==> src/design/cfae_pkg.sv <==
// Package for the chat format to ANSI escape unit: word types, command
// type passed from front to back, character constants and phase codes.
// No dependencies.
`timescale 1ns / 1ps
`default_nettype none

package cfae_pkg;

  typedef struct packed {
    logic [7:0] in_byte;
    logic       end_of_message;
  } in_word_t;

  typedef struct packed {
    logic [7:0] out_byte;
    logic       last;
  } out_word_t;

  typedef enum logic [2:0] {
    PH_IDLE       = 3'd0,
    PH_START      = 3'd1,
    PH_FG1        = 3'd2,
    PH_FG2        = 3'd3,
    PH_COMMA_FG   = 3'd4,
    PH_COMMA_NOFG = 3'd5,
    PH_BG1_FG     = 3'd6,
    PH_BG1_NOFG   = 3'd7
  } colour_phase_t;

  typedef enum logic [2:0] {
    SEG_PRE_FG  = 3'd0,
    SEG_PRE_BG  = 3'd1,
    SEG_ACT     = 3'd2,
    SEG_POST_FG = 3'd3,
    SEG_POST_BG = 3'd4,
    SEG_RST     = 3'd5
  } seg_t;

  localparam int unsigned SEG_N = 6;

  typedef enum logic {
    ACT_SGR   = 1'b0,
    ACT_PLAIN = 1'b1
  } act_t;

  typedef struct packed {
    logic [SEG_N-1:0] seg_en;
    act_t             act;
    logic [7:0]       act_byte;
    logic [6:0]       fore;
    logic [6:0]       back;
  } cmd_t;

  localparam logic [7:0] CODE_BOLD      = 8'h02;
  localparam logic [7:0] CODE_UNDERLINE = 8'h1F;
  localparam logic [7:0] CODE_REVERSE   = 8'h16;
  localparam logic [7:0] CODE_BLINK     = 8'h06;
  localparam logic [7:0] CODE_RESET     = 8'h0F;
  localparam logic [7:0] CODE_COLOUR    = 8'h03;

  localparam logic [7:0] CH_ESC    = 8'h1B;
  localparam logic [7:0] CH_LBRKT  = 8'h5B;
  localparam logic [7:0] CH_M      = 8'h6D;
  localparam logic [7:0] CH_COMMA  = 8'h2C;
  localparam logic [7:0] CH_SEMI   = 8'h3B;
  localparam logic [7:0] CH_ZERO   = 8'h30;
  localparam logic [7:0] CH_NINE   = 8'h39;
  localparam logic [7:0] CH_ONE    = 8'h31;
  localparam logic [7:0] CH_THREE  = 8'h33;
  localparam logic [7:0] CH_FOUR   = 8'h34;
  localparam logic [7:0] CH_FIVE   = 8'h35;
  localparam logic [7:0] CH_SEVEN  = 8'h37;
  localparam logic [7:0] CH_EIGHT  = 8'h38;

endpackage

`default_nettype wire

==> src/design/cfae_front.sv <==
// Front end: accepts input words, runs the colour code phase machine and
// classifies each word into at most one command for the back end. Uses cfae_pkg.
`timescale 1ns / 1ps
`default_nettype none

module cfae_front (
  input  wire                 clk,
  input  wire                 rst_n,
  input  wire                 in_valid,
  output logic                in_stall,
  input  cfae_pkg::in_word_t  in_word,
  input  wire                 q_full,
  output logic                push_valid,
  output cfae_pkg::cmd_t      push_cmd
);

  cfae_pkg::colour_phase_t phase_r, phase_nxt;
  logic [6:0]  fore_r, fore_nxt;
  logic [6:0]  back_r, back_nxt;

  logic        accept;
  logic [7:0]  b;
  logic        digit;
  logic [3:0]  d;
  logic        taken;
  logic [10:0] fore10;
  logic [10:0] back10;
  cfae_pkg::colour_phase_t ph_mid;
  logic [cfae_pkg::SEG_N-1:0] en;

  assign in_stall = q_full;
  assign accept   = in_valid && !q_full;
  assign b        = in_word.in_byte;
  assign digit    = (b >= cfae_pkg::CH_ZERO) && (b <= cfae_pkg::CH_NINE);
  assign d        = digit ? b[3:0] : 4'd0;
  assign fore10   = 11'({fore_r, 3'b000}) + 11'({fore_r, 1'b0}) + 11'(d);
  assign back10   = 11'({back_r, 3'b000}) + 11'({back_r, 1'b0}) + 11'(d);

  always_comb begin
    taken             = 1'b0;
    ph_mid            = phase_r;
    fore_nxt          = fore_r;
    back_nxt          = back_r;
    en                = '0;
    push_cmd.act      = cfae_pkg::ACT_PLAIN;
    push_cmd.act_byte = b;
    case (phase_r)
      cfae_pkg::PH_START: begin
        if (digit) begin
          fore_nxt = 7'(d);
          ph_mid   = cfae_pkg::PH_FG1;
          taken    = 1'b1;
        end else if (b == cfae_pkg::CH_COMMA) begin
          ph_mid = cfae_pkg::PH_COMMA_NOFG;
          taken  = 1'b1;
        end
      end
      cfae_pkg::PH_FG1: begin
        if (digit) begin
          fore_nxt = fore10[6:0];
          ph_mid   = cfae_pkg::PH_FG2;
          taken    = 1'b1;
        end else if (b == cfae_pkg::CH_COMMA) begin
          ph_mid = cfae_pkg::PH_COMMA_FG;
          taken  = 1'b1;
        end
      end
      cfae_pkg::PH_FG2: begin
        if (b == cfae_pkg::CH_COMMA) begin
          ph_mid = cfae_pkg::PH_COMMA_FG;
          taken  = 1'b1;
        end
      end
      cfae_pkg::PH_COMMA_FG: begin
        if (digit) begin
          back_nxt = 7'(d);
          ph_mid   = cfae_pkg::PH_BG1_FG;
          taken    = 1'b1;
        end
      end
      cfae_pkg::PH_COMMA_NOFG: begin
        if (digit) begin
          back_nxt = 7'(d);
          ph_mid   = cfae_pkg::PH_BG1_NOFG;
          taken    = 1'b1;
        end
      end
      cfae_pkg::PH_BG1_FG: begin
        if (digit) begin
          back_nxt                   = back10[6:0];
          en[cfae_pkg::SEG_PRE_FG]   = 1'b1;
          en[cfae_pkg::SEG_PRE_BG]   = 1'b1;
          ph_mid                     = cfae_pkg::PH_IDLE;
          taken                      = 1'b1;
        end
      end
      cfae_pkg::PH_BG1_NOFG: begin
        if (digit) begin
          back_nxt = back10[6:0];
          ph_mid   = cfae_pkg::PH_IDLE;
          taken    = 1'b1;
        end
      end
      default: begin
      end
    endcase

    push_cmd.fore = taken ? fore_nxt : fore_r;
    push_cmd.back = taken ? back_nxt : back_r;

    if (!taken) begin
      en[cfae_pkg::SEG_PRE_FG] = phase_r inside {cfae_pkg::PH_FG1, cfae_pkg::PH_FG2,
                                                 cfae_pkg::PH_COMMA_FG, cfae_pkg::PH_BG1_FG};
      en[cfae_pkg::SEG_PRE_BG] = (phase_r == cfae_pkg::PH_BG1_FG);
      ph_mid                   = cfae_pkg::PH_IDLE;
      en[cfae_pkg::SEG_ACT]    = 1'b1;
      push_cmd.act             = cfae_pkg::ACT_SGR;
      case (b)
        cfae_pkg::CODE_BOLD:      push_cmd.act_byte = cfae_pkg::CH_ONE;
        cfae_pkg::CODE_UNDERLINE: push_cmd.act_byte = cfae_pkg::CH_FOUR;
        cfae_pkg::CODE_REVERSE:   push_cmd.act_byte = cfae_pkg::CH_SEVEN;
        cfae_pkg::CODE_BLINK:     push_cmd.act_byte = cfae_pkg::CH_FIVE;
        cfae_pkg::CODE_RESET:     push_cmd.act_byte = cfae_pkg::CH_ZERO;
        cfae_pkg::CODE_COLOUR: begin
          en[cfae_pkg::SEG_ACT] = 1'b0;
          ph_mid                = cfae_pkg::PH_START;
          fore_nxt              = '0;
          back_nxt              = '0;
        end
        default: begin
          push_cmd.act      = cfae_pkg::ACT_PLAIN;
          push_cmd.act_byte = b;
        end
      endcase
    end

    phase_nxt = ph_mid;
    if (in_word.end_of_message) begin
      en[cfae_pkg::SEG_POST_FG] = ph_mid inside {cfae_pkg::PH_FG1, cfae_pkg::PH_FG2,
                                                 cfae_pkg::PH_COMMA_FG, cfae_pkg::PH_BG1_FG};
      en[cfae_pkg::SEG_POST_BG] = (ph_mid == cfae_pkg::PH_BG1_FG);
      en[cfae_pkg::SEG_RST]     = 1'b1;
      phase_nxt                 = cfae_pkg::PH_IDLE;
    end

    push_cmd.seg_en = en;
    push_valid      = accept && (en != '0);
  end

  always_ff @(posedge clk) begin
    if (!rst_n) begin
      phase_r <= cfae_pkg::PH_IDLE;
      fore_r  <= '0;
      back_r  <= '0;
    end else if (accept) begin
      phase_r <= phase_nxt;
      fore_r  <= fore_nxt;
      back_r  <= back_nxt;
    end
  end

endmodule

`default_nettype wire

==> src/design/cfae_queue.sv <==
// Command queue between front and back end: register FIFO with a
// fall-through head. Uses cfae_pkg for the command type.
`timescale 1ns / 1ps
`default_nettype none

module cfae_queue #(
  parameter int unsigned DEPTH = 4
) (
  input  wire             clk,
  input  wire             rst_n,
  input  wire             push,
  input  cfae_pkg::cmd_t  push_cmd,
  output logic            full,
  input  wire             pop,
  output logic            head_valid,
  output cfae_pkg::cmd_t  head_cmd
);

  localparam int unsigned PW = (DEPTH > 1) ? $clog2(DEPTH) : 1;
  localparam int unsigned CW = $clog2(DEPTH + 1);

  cfae_pkg::cmd_t entry_r [DEPTH];
  logic [PW-1:0] wr_ptr_r, wr_ptr_nxt;
  logic [PW-1:0] rd_ptr_r, rd_ptr_nxt;
  logic [CW-1:0] count_r, count_nxt;
  logic          do_push;
  logic          do_pop;

  assign full       = (count_r == CW'(DEPTH));
  assign head_valid = (count_r != '0);
  assign head_cmd   = entry_r[rd_ptr_r];
  assign do_push    = push && !full;
  assign do_pop     = pop && head_valid;

  always_comb begin
    wr_ptr_nxt = wr_ptr_r;
    rd_ptr_nxt = rd_ptr_r;
    count_nxt  = count_r;
    if (do_push) begin
      wr_ptr_nxt = (wr_ptr_r == PW'(DEPTH - 1)) ? '0 : wr_ptr_r + 1'b1;
    end
    if (do_pop) begin
      rd_ptr_nxt = (rd_ptr_r == PW'(DEPTH - 1)) ? '0 : rd_ptr_r + 1'b1;
    end
    case ({do_push, do_pop})
      2'b10:   count_nxt = count_r + 1'b1;
      2'b01:   count_nxt = count_r - 1'b1;
      default: count_nxt = count_r;
    endcase
  end

  always_ff @(posedge clk) begin
    if (!rst_n) begin
      wr_ptr_r <= '0;
      rd_ptr_r <= '0;
      count_r  <= '0;
    end else begin
      wr_ptr_r <= wr_ptr_nxt;
      rd_ptr_r <= rd_ptr_nxt;
      count_r  <= count_nxt;
    end
  end

  always_ff @(posedge clk) begin
    if (do_push) begin
      entry_r[wr_ptr_r] <= push_cmd;
    end
  end

endmodule

`default_nettype wire

==> src/design/cfae_back.sv <==
// Back end: expands the queue head command into output bytes, one per
// cycle unless the output stalls, into a registered output word. Uses cfae_pkg.
`timescale 1ns / 1ps
`default_nettype none

module cfae_back (
  input  wire                  clk,
  input  wire                  rst_n,
  input  wire                  head_valid,
  input  cfae_pkg::cmd_t       head_cmd,
  output logic                 pop,
  output logic                 out_valid,
  input  wire                  out_stall,
  output cfae_pkg::out_word_t  out_word
);

  function automatic logic [3:0] tens_of(input logic [6:0] v);
    logic [3:0] q;
    q = '0;
    for (int i = 1; i <= 12; i++) begin
      if (v >= 7'(i * 10)) q = 4'(i);
    end
    return q;
  endfunction

  logic [2:0] seg_r, seg_nxt;
  logic [3:0] idx_r, idx_nxt;
  logic       out_valid_r, out_valid_nxt;
  cfae_pkg::out_word_t out_word_r, out_word_nxt;

  cfae_pkg::seg_t cur;
  logic       found;
  logic       more;
  logic       emit;
  logic       seg_end;
  logic [7:0] byte_sel;
  logic       last_sel;
  logic [6:0] v;
  logic [7:0] lead;
  logic [3:0] q;
  logic [3:0] tens;
  logic [6:0] ones;
  logic       two;

  assign emit      = head_valid && (!out_valid_r || !out_stall);
  assign out_valid = out_valid_r;
  assign out_word  = out_word_r;

  always_comb begin
    cur   = cfae_pkg::SEG_PRE_FG;
    found = 1'b0;
    for (int i = 0; i < cfae_pkg::SEG_N; i++) begin
      if (!found && (3'(i) >= seg_r) && head_cmd.seg_en[i]) begin
        cur   = cfae_pkg::seg_t'(3'(i));
        found = 1'b1;
      end
    end
    more = 1'b0;
    for (int j = 0; j < cfae_pkg::SEG_N; j++) begin
      if ((3'(j) > cur) && head_cmd.seg_en[j]) more = 1'b1;
    end
  end

  always_comb begin
    v    = (cur == cfae_pkg::SEG_PRE_BG || cur == cfae_pkg::SEG_POST_BG) ?
           head_cmd.back : head_cmd.fore;
    lead = (cur == cfae_pkg::SEG_PRE_BG || cur == cfae_pkg::SEG_POST_BG) ?
           cfae_pkg::CH_FOUR : cfae_pkg::CH_THREE;
    q    = tens_of(v);
    tens = (q >= 4'd10) ? q - 4'd10 : q;
    ones = v - (7'({q, 3'b000}) + 7'({q, 1'b0}));
    two  = (v >= 7'd10);

    byte_sel = cfae_pkg::CH_ESC;
    last_sel = 1'b0;
    seg_end  = 1'b0;
    case (cur)
      cfae_pkg::SEG_PRE_FG, cfae_pkg::SEG_PRE_BG,
      cfae_pkg::SEG_POST_FG, cfae_pkg::SEG_POST_BG: begin
        case (idx_r)
          4'd0:    byte_sel = cfae_pkg::CH_ESC;
          4'd1:    byte_sel = cfae_pkg::CH_LBRKT;
          4'd2:    byte_sel = lead;
          4'd3:    byte_sel = cfae_pkg::CH_EIGHT;
          4'd4:    byte_sel = cfae_pkg::CH_SEMI;
          4'd5:    byte_sel = cfae_pkg::CH_FIVE;
          4'd6:    byte_sel = cfae_pkg::CH_SEMI;
          4'd7:    byte_sel = cfae_pkg::CH_ZERO + (two ? 8'(tens) : 8'(ones));
          4'd8:    byte_sel = two ? cfae_pkg::CH_ZERO + 8'(ones) : cfae_pkg::CH_M;
          default: byte_sel = cfae_pkg::CH_M;
        endcase
        seg_end = (idx_r >= (two ? 4'd9 : 4'd8));
      end
      cfae_pkg::SEG_ACT: begin
        if (head_cmd.act == cfae_pkg::ACT_PLAIN) begin
          byte_sel = head_cmd.act_byte;
          seg_end  = 1'b1;
        end else begin
          case (idx_r)
            4'd0:    byte_sel = cfae_pkg::CH_ESC;
            4'd1:    byte_sel = cfae_pkg::CH_LBRKT;
            4'd2:    byte_sel = head_cmd.act_byte;
            default: byte_sel = cfae_pkg::CH_M;
          endcase
          seg_end = (idx_r >= 4'd3);
        end
      end
      default: begin
        case (idx_r)
          4'd0:    byte_sel = cfae_pkg::CH_ESC;
          4'd1:    byte_sel = cfae_pkg::CH_LBRKT;
          4'd2:    byte_sel = cfae_pkg::CH_ZERO;
          default: byte_sel = cfae_pkg::CH_M;
        endcase
        seg_end  = (idx_r >= 4'd3);
        last_sel = seg_end;
      end
    endcase
  end

  always_comb begin
    seg_nxt       = seg_r;
    idx_nxt       = idx_r;
    pop           = 1'b0;
    out_word_nxt  = out_word_r;
    out_valid_nxt = out_stall ? out_valid_r : 1'b0;
    if (emit) begin
      out_valid_nxt         = 1'b1;
      out_word_nxt.out_byte = byte_sel;
      out_word_nxt.last     = last_sel;
      if (seg_end) begin
        idx_nxt = '0;
        if (more) begin
          seg_nxt = 3'(cur) + 3'd1;
        end else begin
          seg_nxt = '0;
          pop     = 1'b1;
        end
      end else begin
        idx_nxt = idx_r + 4'd1;
      end
    end
  end

  always_ff @(posedge clk) begin
    if (!rst_n) begin
      seg_r       <= '0;
      idx_r       <= '0;
      out_valid_r <= 1'b0;
    end else begin
      seg_r       <= seg_nxt;
      idx_r       <= idx_nxt;
      out_valid_r <= out_valid_nxt;
    end
  end

  always_ff @(posedge clk) begin
    out_word_r <= out_word_nxt;
  end

endmodule

`default_nettype wire

==> src/design/chat_format_to_ansi_escape_unit.sv <==
// Top level of the chat format to ANSI escape unit: front end, command
// queue and back end. Uses cfae_pkg, cfae_front, cfae_queue, cfae_back.
//
//   channel  | ports                           | word
//   input    | in_valid, in_stall, in_word     | cfae_pkg::in_word_t
//   output   | out_valid, out_stall, out_word  | cfae_pkg::out_word_t
//
// Plain bytes go through at one word per cycle when no stall or escape expansion holds
// the flow; each is registered in the queue and again in the output word. An escape
// expands to 4 output bytes for SGR and 9 or 10 per colour. The back end emits one byte
// per cycle unless out_stall holds it; the queue fills while it expands. Input stalls
// only when the queue of QUEUE_DEPTH commands is full. Reset is synchronous and clears phase, queue and output valid.
`timescale 1ns / 1ps
`default_nettype none

module chat_format_to_ansi_escape_unit #(
  parameter int unsigned QUEUE_DEPTH = 4
) (
  input  wire                  clk,
  input  wire                  rst_n,
  input  wire                  in_valid,
  output logic                 in_stall,
  input  cfae_pkg::in_word_t   in_word,
  output logic                 out_valid,
  input  wire                  out_stall,
  output cfae_pkg::out_word_t  out_word
);

  logic           q_full;
  logic           push_valid;
  cfae_pkg::cmd_t push_cmd;
  logic           pop;
  logic           head_valid;
  cfae_pkg::cmd_t head_cmd;

  cfae_front u_front (
    .clk        (clk),
    .rst_n      (rst_n),
    .in_valid   (in_valid),
    .in_stall   (in_stall),
    .in_word    (in_word),
    .q_full     (q_full),
    .push_valid (push_valid),
    .push_cmd   (push_cmd)
  );

  cfae_queue #(
    .DEPTH (QUEUE_DEPTH)
  ) u_queue (
    .clk        (clk),
    .rst_n      (rst_n),
    .push       (push_valid),
    .push_cmd   (push_cmd),
    .full       (q_full),
    .pop        (pop),
    .head_valid (head_valid),
    .head_cmd   (head_cmd)
  );

  cfae_back u_back (
    .clk        (clk),
    .rst_n      (rst_n),
    .head_valid (head_valid),
    .head_cmd   (head_cmd),
    .pop        (pop),
    .out_valid  (out_valid),
    .out_stall  (out_stall),
    .out_word   (out_word)
  );

endmodule

`default_nettype wire

==> config.mk <==
export PLATFORM = sky130hd
export DESIGN_NAME = chat_format_to_ansi_escape_unit
export DESIGN_NICKNAME = d
export VERILOG_FILES = /design/src/design/cfae_pkg.sv /design/src/design/cfae_front.sv /design/src/design/cfae_queue.sv /design/src/design/cfae_back.sv /design/src/design/chat_format_to_ansi_escape_unit.sv
export SDC_FILE = /design/constraint.sdc
export NUM_CORES = 1
export LEC_CHECK = 0
export BUFFER_PORTS_ARGS = -buffer_cell sky130_fd_sc_hd__buf_2
export CORE_ASPECT_RATIO = 0.5
export CORE_UTILIZATION = 40
export CTS_CLUSTER_SIZE = 28
export DETAILED_ROUTE_END_ITERATION = 16
export SYNTH_ARGS = -nofsm -noshare
export SYNTH_HDL_FRONTEND = slang
export SYNTH_HIERARCHICAL = 1
export SYNTH_SLANG_ARGS = --single-unit
==> constraint.sdc <==
create_clock -name clk -period 14.2 [get_ports clk]
set_input_delay 2.84 -clock clk [delete_from_list [all_inputs] [get_ports clk]]
set_output_delay 2.84 -clock clk [all_outputs]
set_load 0.005 [all_outputs]
==> impl_metrics.csv <==
group,metric,value,unit
run_status,status,"finished, final reports clean",
sta,finalCriticalPeriod,6.91,ns
yosys,ys_seq_elements,159,
cts,path_clk_slew,0.07,ns
route,drt-vias-per-instance,5.63,
grt,grt_pass1_vias,5879,
sta,fin_setup_tns,0,ns
grt,grt_pass1_wl,32300,um
cts,post_cts_buffers,0,
critical_path,start_kind,"flop",
power,vdd_drop_max,0.0894,mV
route,ant_nets,0,
floorplanning,dieArea,23700,sq um
sta,fmax,0.145,GHz
critical_path,worst-endpoint-required,14.47,ns
yosys,synth_top_area_cell,"edfxtp_1",
cts,cts-resized-gates,0,
power,leakage,0.00371,uW
placed_design,placed_area,9550,sq um
final_layout,num_antenna_cells,0,
placed_design,dpl.hpwl,14500,um
final_layout,fin_area,10100,sq um
grt,track_usage,0.180,
grt,grt_start_max_net_pins,33,
floorplanning,pin_count,24,
final_layout,num-nets-final,861,
sta,skew,0.0107,ns
grt,antenna_found_initial,0,
sta,worst_pin_slew,0.981,ns
yosys,synth.top_cell.area_share,0.407,
yosys,yosys_warnings,6,
yosys,synth_nets,853,
grt,gr-total-overflow,0,
sta,rsz0062_at_grt,"false",
yosys,synthArstFlopShare,0,
floorplanning,die_w,217,um
route,wl_per_cell,18.2,um
cts,cts_tree,"yes",
hold_path,min_path_type,"reg -> reg",
hold_path,hold_depth,2,
cts,cts_hold_buffers,0,
route,vias,6298,
critical_path,path_class,"reg -> reg",
floorplanning,initial_utilization,0.417,
route,wirelength,20400,um
critical_path,cp_max_fo,29,
critical_path,crit_arrival,7.18,ns
cts,h-tree-depth,4,
cts,clk_latency,0.44,ns
critical_path,critPathCaptureType,"flop",
cts,cts-root-buf,"clkbuf_16",
yosys,ys_seq_area_frac,0.481,
final_layout,nFillCells,2046,
yosys,syn_area,9220,sq um
cts,clock_sinks,159,
final_layout,area_growth,9.80,%
placed_design,place.gp.congestion,0.889,
sta,finalSetupViolCount,0,
route,drt_iter0_markers,520,
sta,maxSlewHeadroom,0.344,
yosys,synth.distinct_cells,99,
cts,cts_buffer_depth,2,
final_layout,drive_gt1_frac,0.167,
power,power_density,170,nW/um^2
yosys,avgSynthCellArea,11.6,sq um
yosys,synthCells,797,
sta,period_share,0.487,
yosys,synth_ff_type,"edfxtp_1",
cts,cts_buffers,17,
sta,finalHoldViolations,0,
yosys,synth_edf_count,125,
critical_path,rr_worst_depth,26,
sta,slew_viol_final,0,
yosys,synth_common_cells,"125 x edfxtp_1, 54 x nand2_1, 54 x nor2_1, 42 x inv_1, 41 x o21ai_0",
yosys,yosys-top-cells-area,"edfxtp_1 41%, dfxtp_1 7.4%, mux4_2 6.8%, ha_1 5.2%, o21ai_0 2.2%",
placed_design,io_buffers,23,
yosys,yosys.cell_count.top_type,"edfxtp_1",
route,drcViolationCount,0,
floorplanning,coreArea,22100,sq um
flow_run,maxCapViolCount,0,
route,dr.pass1.iters,4,
floorplanning,fp.dieH,109,um
floorplanning,num_rows,38,
==> state kept, by name, indices dropped and copies added, names as in the netlist, named ones only <==
signal            flops
u_back/idx_r          4
u_back/out_valid      1
u_queue/wr_ptr_r      2
u_front/back_r        7
u_back/out_word       9
u_back/seg_r          3
u_queue/count_r       3
u_queue/entry_r     116
u_front/phase_r       3
u_queue/rd_ptr_r      2
u_front/fore_r        7
==> per-stage QoR <==
| step | utilization | power [uW] | std cells | hold slack (ns) | setup WS, ns |
|---|---|---|---|---|---|
| final | 0.458 | 1720 | 1118 | 0.501 | 7.29 |
| after global routing | 0.458 | 1830 | 1118 | 0.529 | 6.63 |
| after CTS | 0.458 | 1730 | 1118 | 0.508 | 7.25 |
| after detailed placement | 0.432 | 1290 | 1086 | 0.498 | 7.26 |
| after global placement | 0.432 | 1270 | 1086 | 0.488 | 7.56 |
| after floorplan | - | 1130 | 797 | 0.468 | 8.19 |
==> cell type report <==
type | count | area (sq um) | area share
Timing Repair Buffer | 31 | 175 | 0.0173
Sequential cell | 159 | 4440 | 0.438
Clock inverter | 15 | 145 | 0.0143
Multi-Input combinational cell | 553 | 4400 | 0.435
Inverter | 43 | 164 | 0.0162
Clock buffer | 17 | 425 | 0.0420
Tap cell | 300 | 375 | 0.0371
==> metal layers <==
metal	vias to the layer above	track usage	part of all wire
met5	-	0	0
li1	3047	-	-
met2	131	0.265	0.43
met4	0	0.0453	0.0086
met1	3110	0.268	0.53
met3	10	0.0415	0.038
==> placed cells by master, fill, tap and decap left out, types with 5 or more instances in the layout <==
master	instances
xnor2_1	12
o21ai_0	41
clkbuf_16	17
mux2i_1	9
a211oi_1	8
buf_2	23
a2bb2oi_1	5
o31ai_1	9
nor2_1	54
nand4_1	5
a21boi_0	5
xor2_1	14
ha_1	38
or2_2	7
a22oi_1	6
edfxtp_1	125
nand2_1	54
nand2b_1	9
a22o_1	5
inv_8	5
inv_1	42
nor2b_1	25
a32o_1	6
a31oi_1	5
nand3_1	20
dfxtp_1	33
and2_1	12
mux2_2	7
buf_4	8
and3_1	8
fa_1	5
mux4_2	28
a21oi_1	31
o21a_1	6
nor3_1	12
a21o_1	9
==> worst paths after layout <==
kind	end	slack [ns]	from
min reg2reg	u_queue/wr_ptr_r[1]$_SDFFE_PN0P_	0.50	u_queue/wr_ptr_r[1]$_SDFFE_PN0P_
min	u_queue/wr_ptr_r[1]$_SDFFE_PN0P_	0.50	u_queue/wr_ptr_r[1]$_SDFFE_PN0P_
max	u_back/out_word[6]$_DFFE_PP_	7.29	flop
max reg2reg	u_back/out_word[6]$_DFFE_PP_	7.29	flop
==> power breakdown <==
| group | switching (uW) | total, uW | internal, uW |
|---|---|---|---|
| combinational | 416 | 693 | 278 |
| sequential | 19.4 | 589 | 569 |
| clock | 206 | 439 | 233 |
==> kinds of logic (layout without fill, tap and decap cells) <==
group / after synthesis / in the layout / synth area share
multiplexers: 48 / 48 / 0.0943
adder cells (fa/ha/maj): 44 / 44 / 0.0635
buffers and inverters: 85 / 106 / 0.0415
XOR/XNOR: 26 / 26 / 0.0247
flip-flops: 159 / 159 / 0.481
AO/OA/AOI/OAI: 189 / 189 / 0.150
AND/OR/NAND/NOR: 246 / 246 / 0.145
==> critical path, stage by stage (launching register included) <==
cell and delay (ns):
dfxtp_2 0.31, buf_4 0.47, mux4_2 0.65, o21ai_0 0.25
a31oi_1 0.20, or2_2 0.39, nand2_1 0.11, inv_1 0.06
ha_1 0.19, inv_1 0.12, o22ai_4 0.13, nand2_8 0.23
mux2i_2 0.47, o21ai_0 0.16, a21oi_1 0.22, o211ai_1 0.17
fa_1 0.54, inv_1 0.04, ha_1 0.35, nor2_1 0.06
a2111oi_0 0.59, and2_1 0.25, ha_1 0.24, nand3_1 0.07
a31oi_1 0.11, a22o_1 0.22, a21oi_1 0.15
Note: power is estimated with default switching activity, not from simulation.
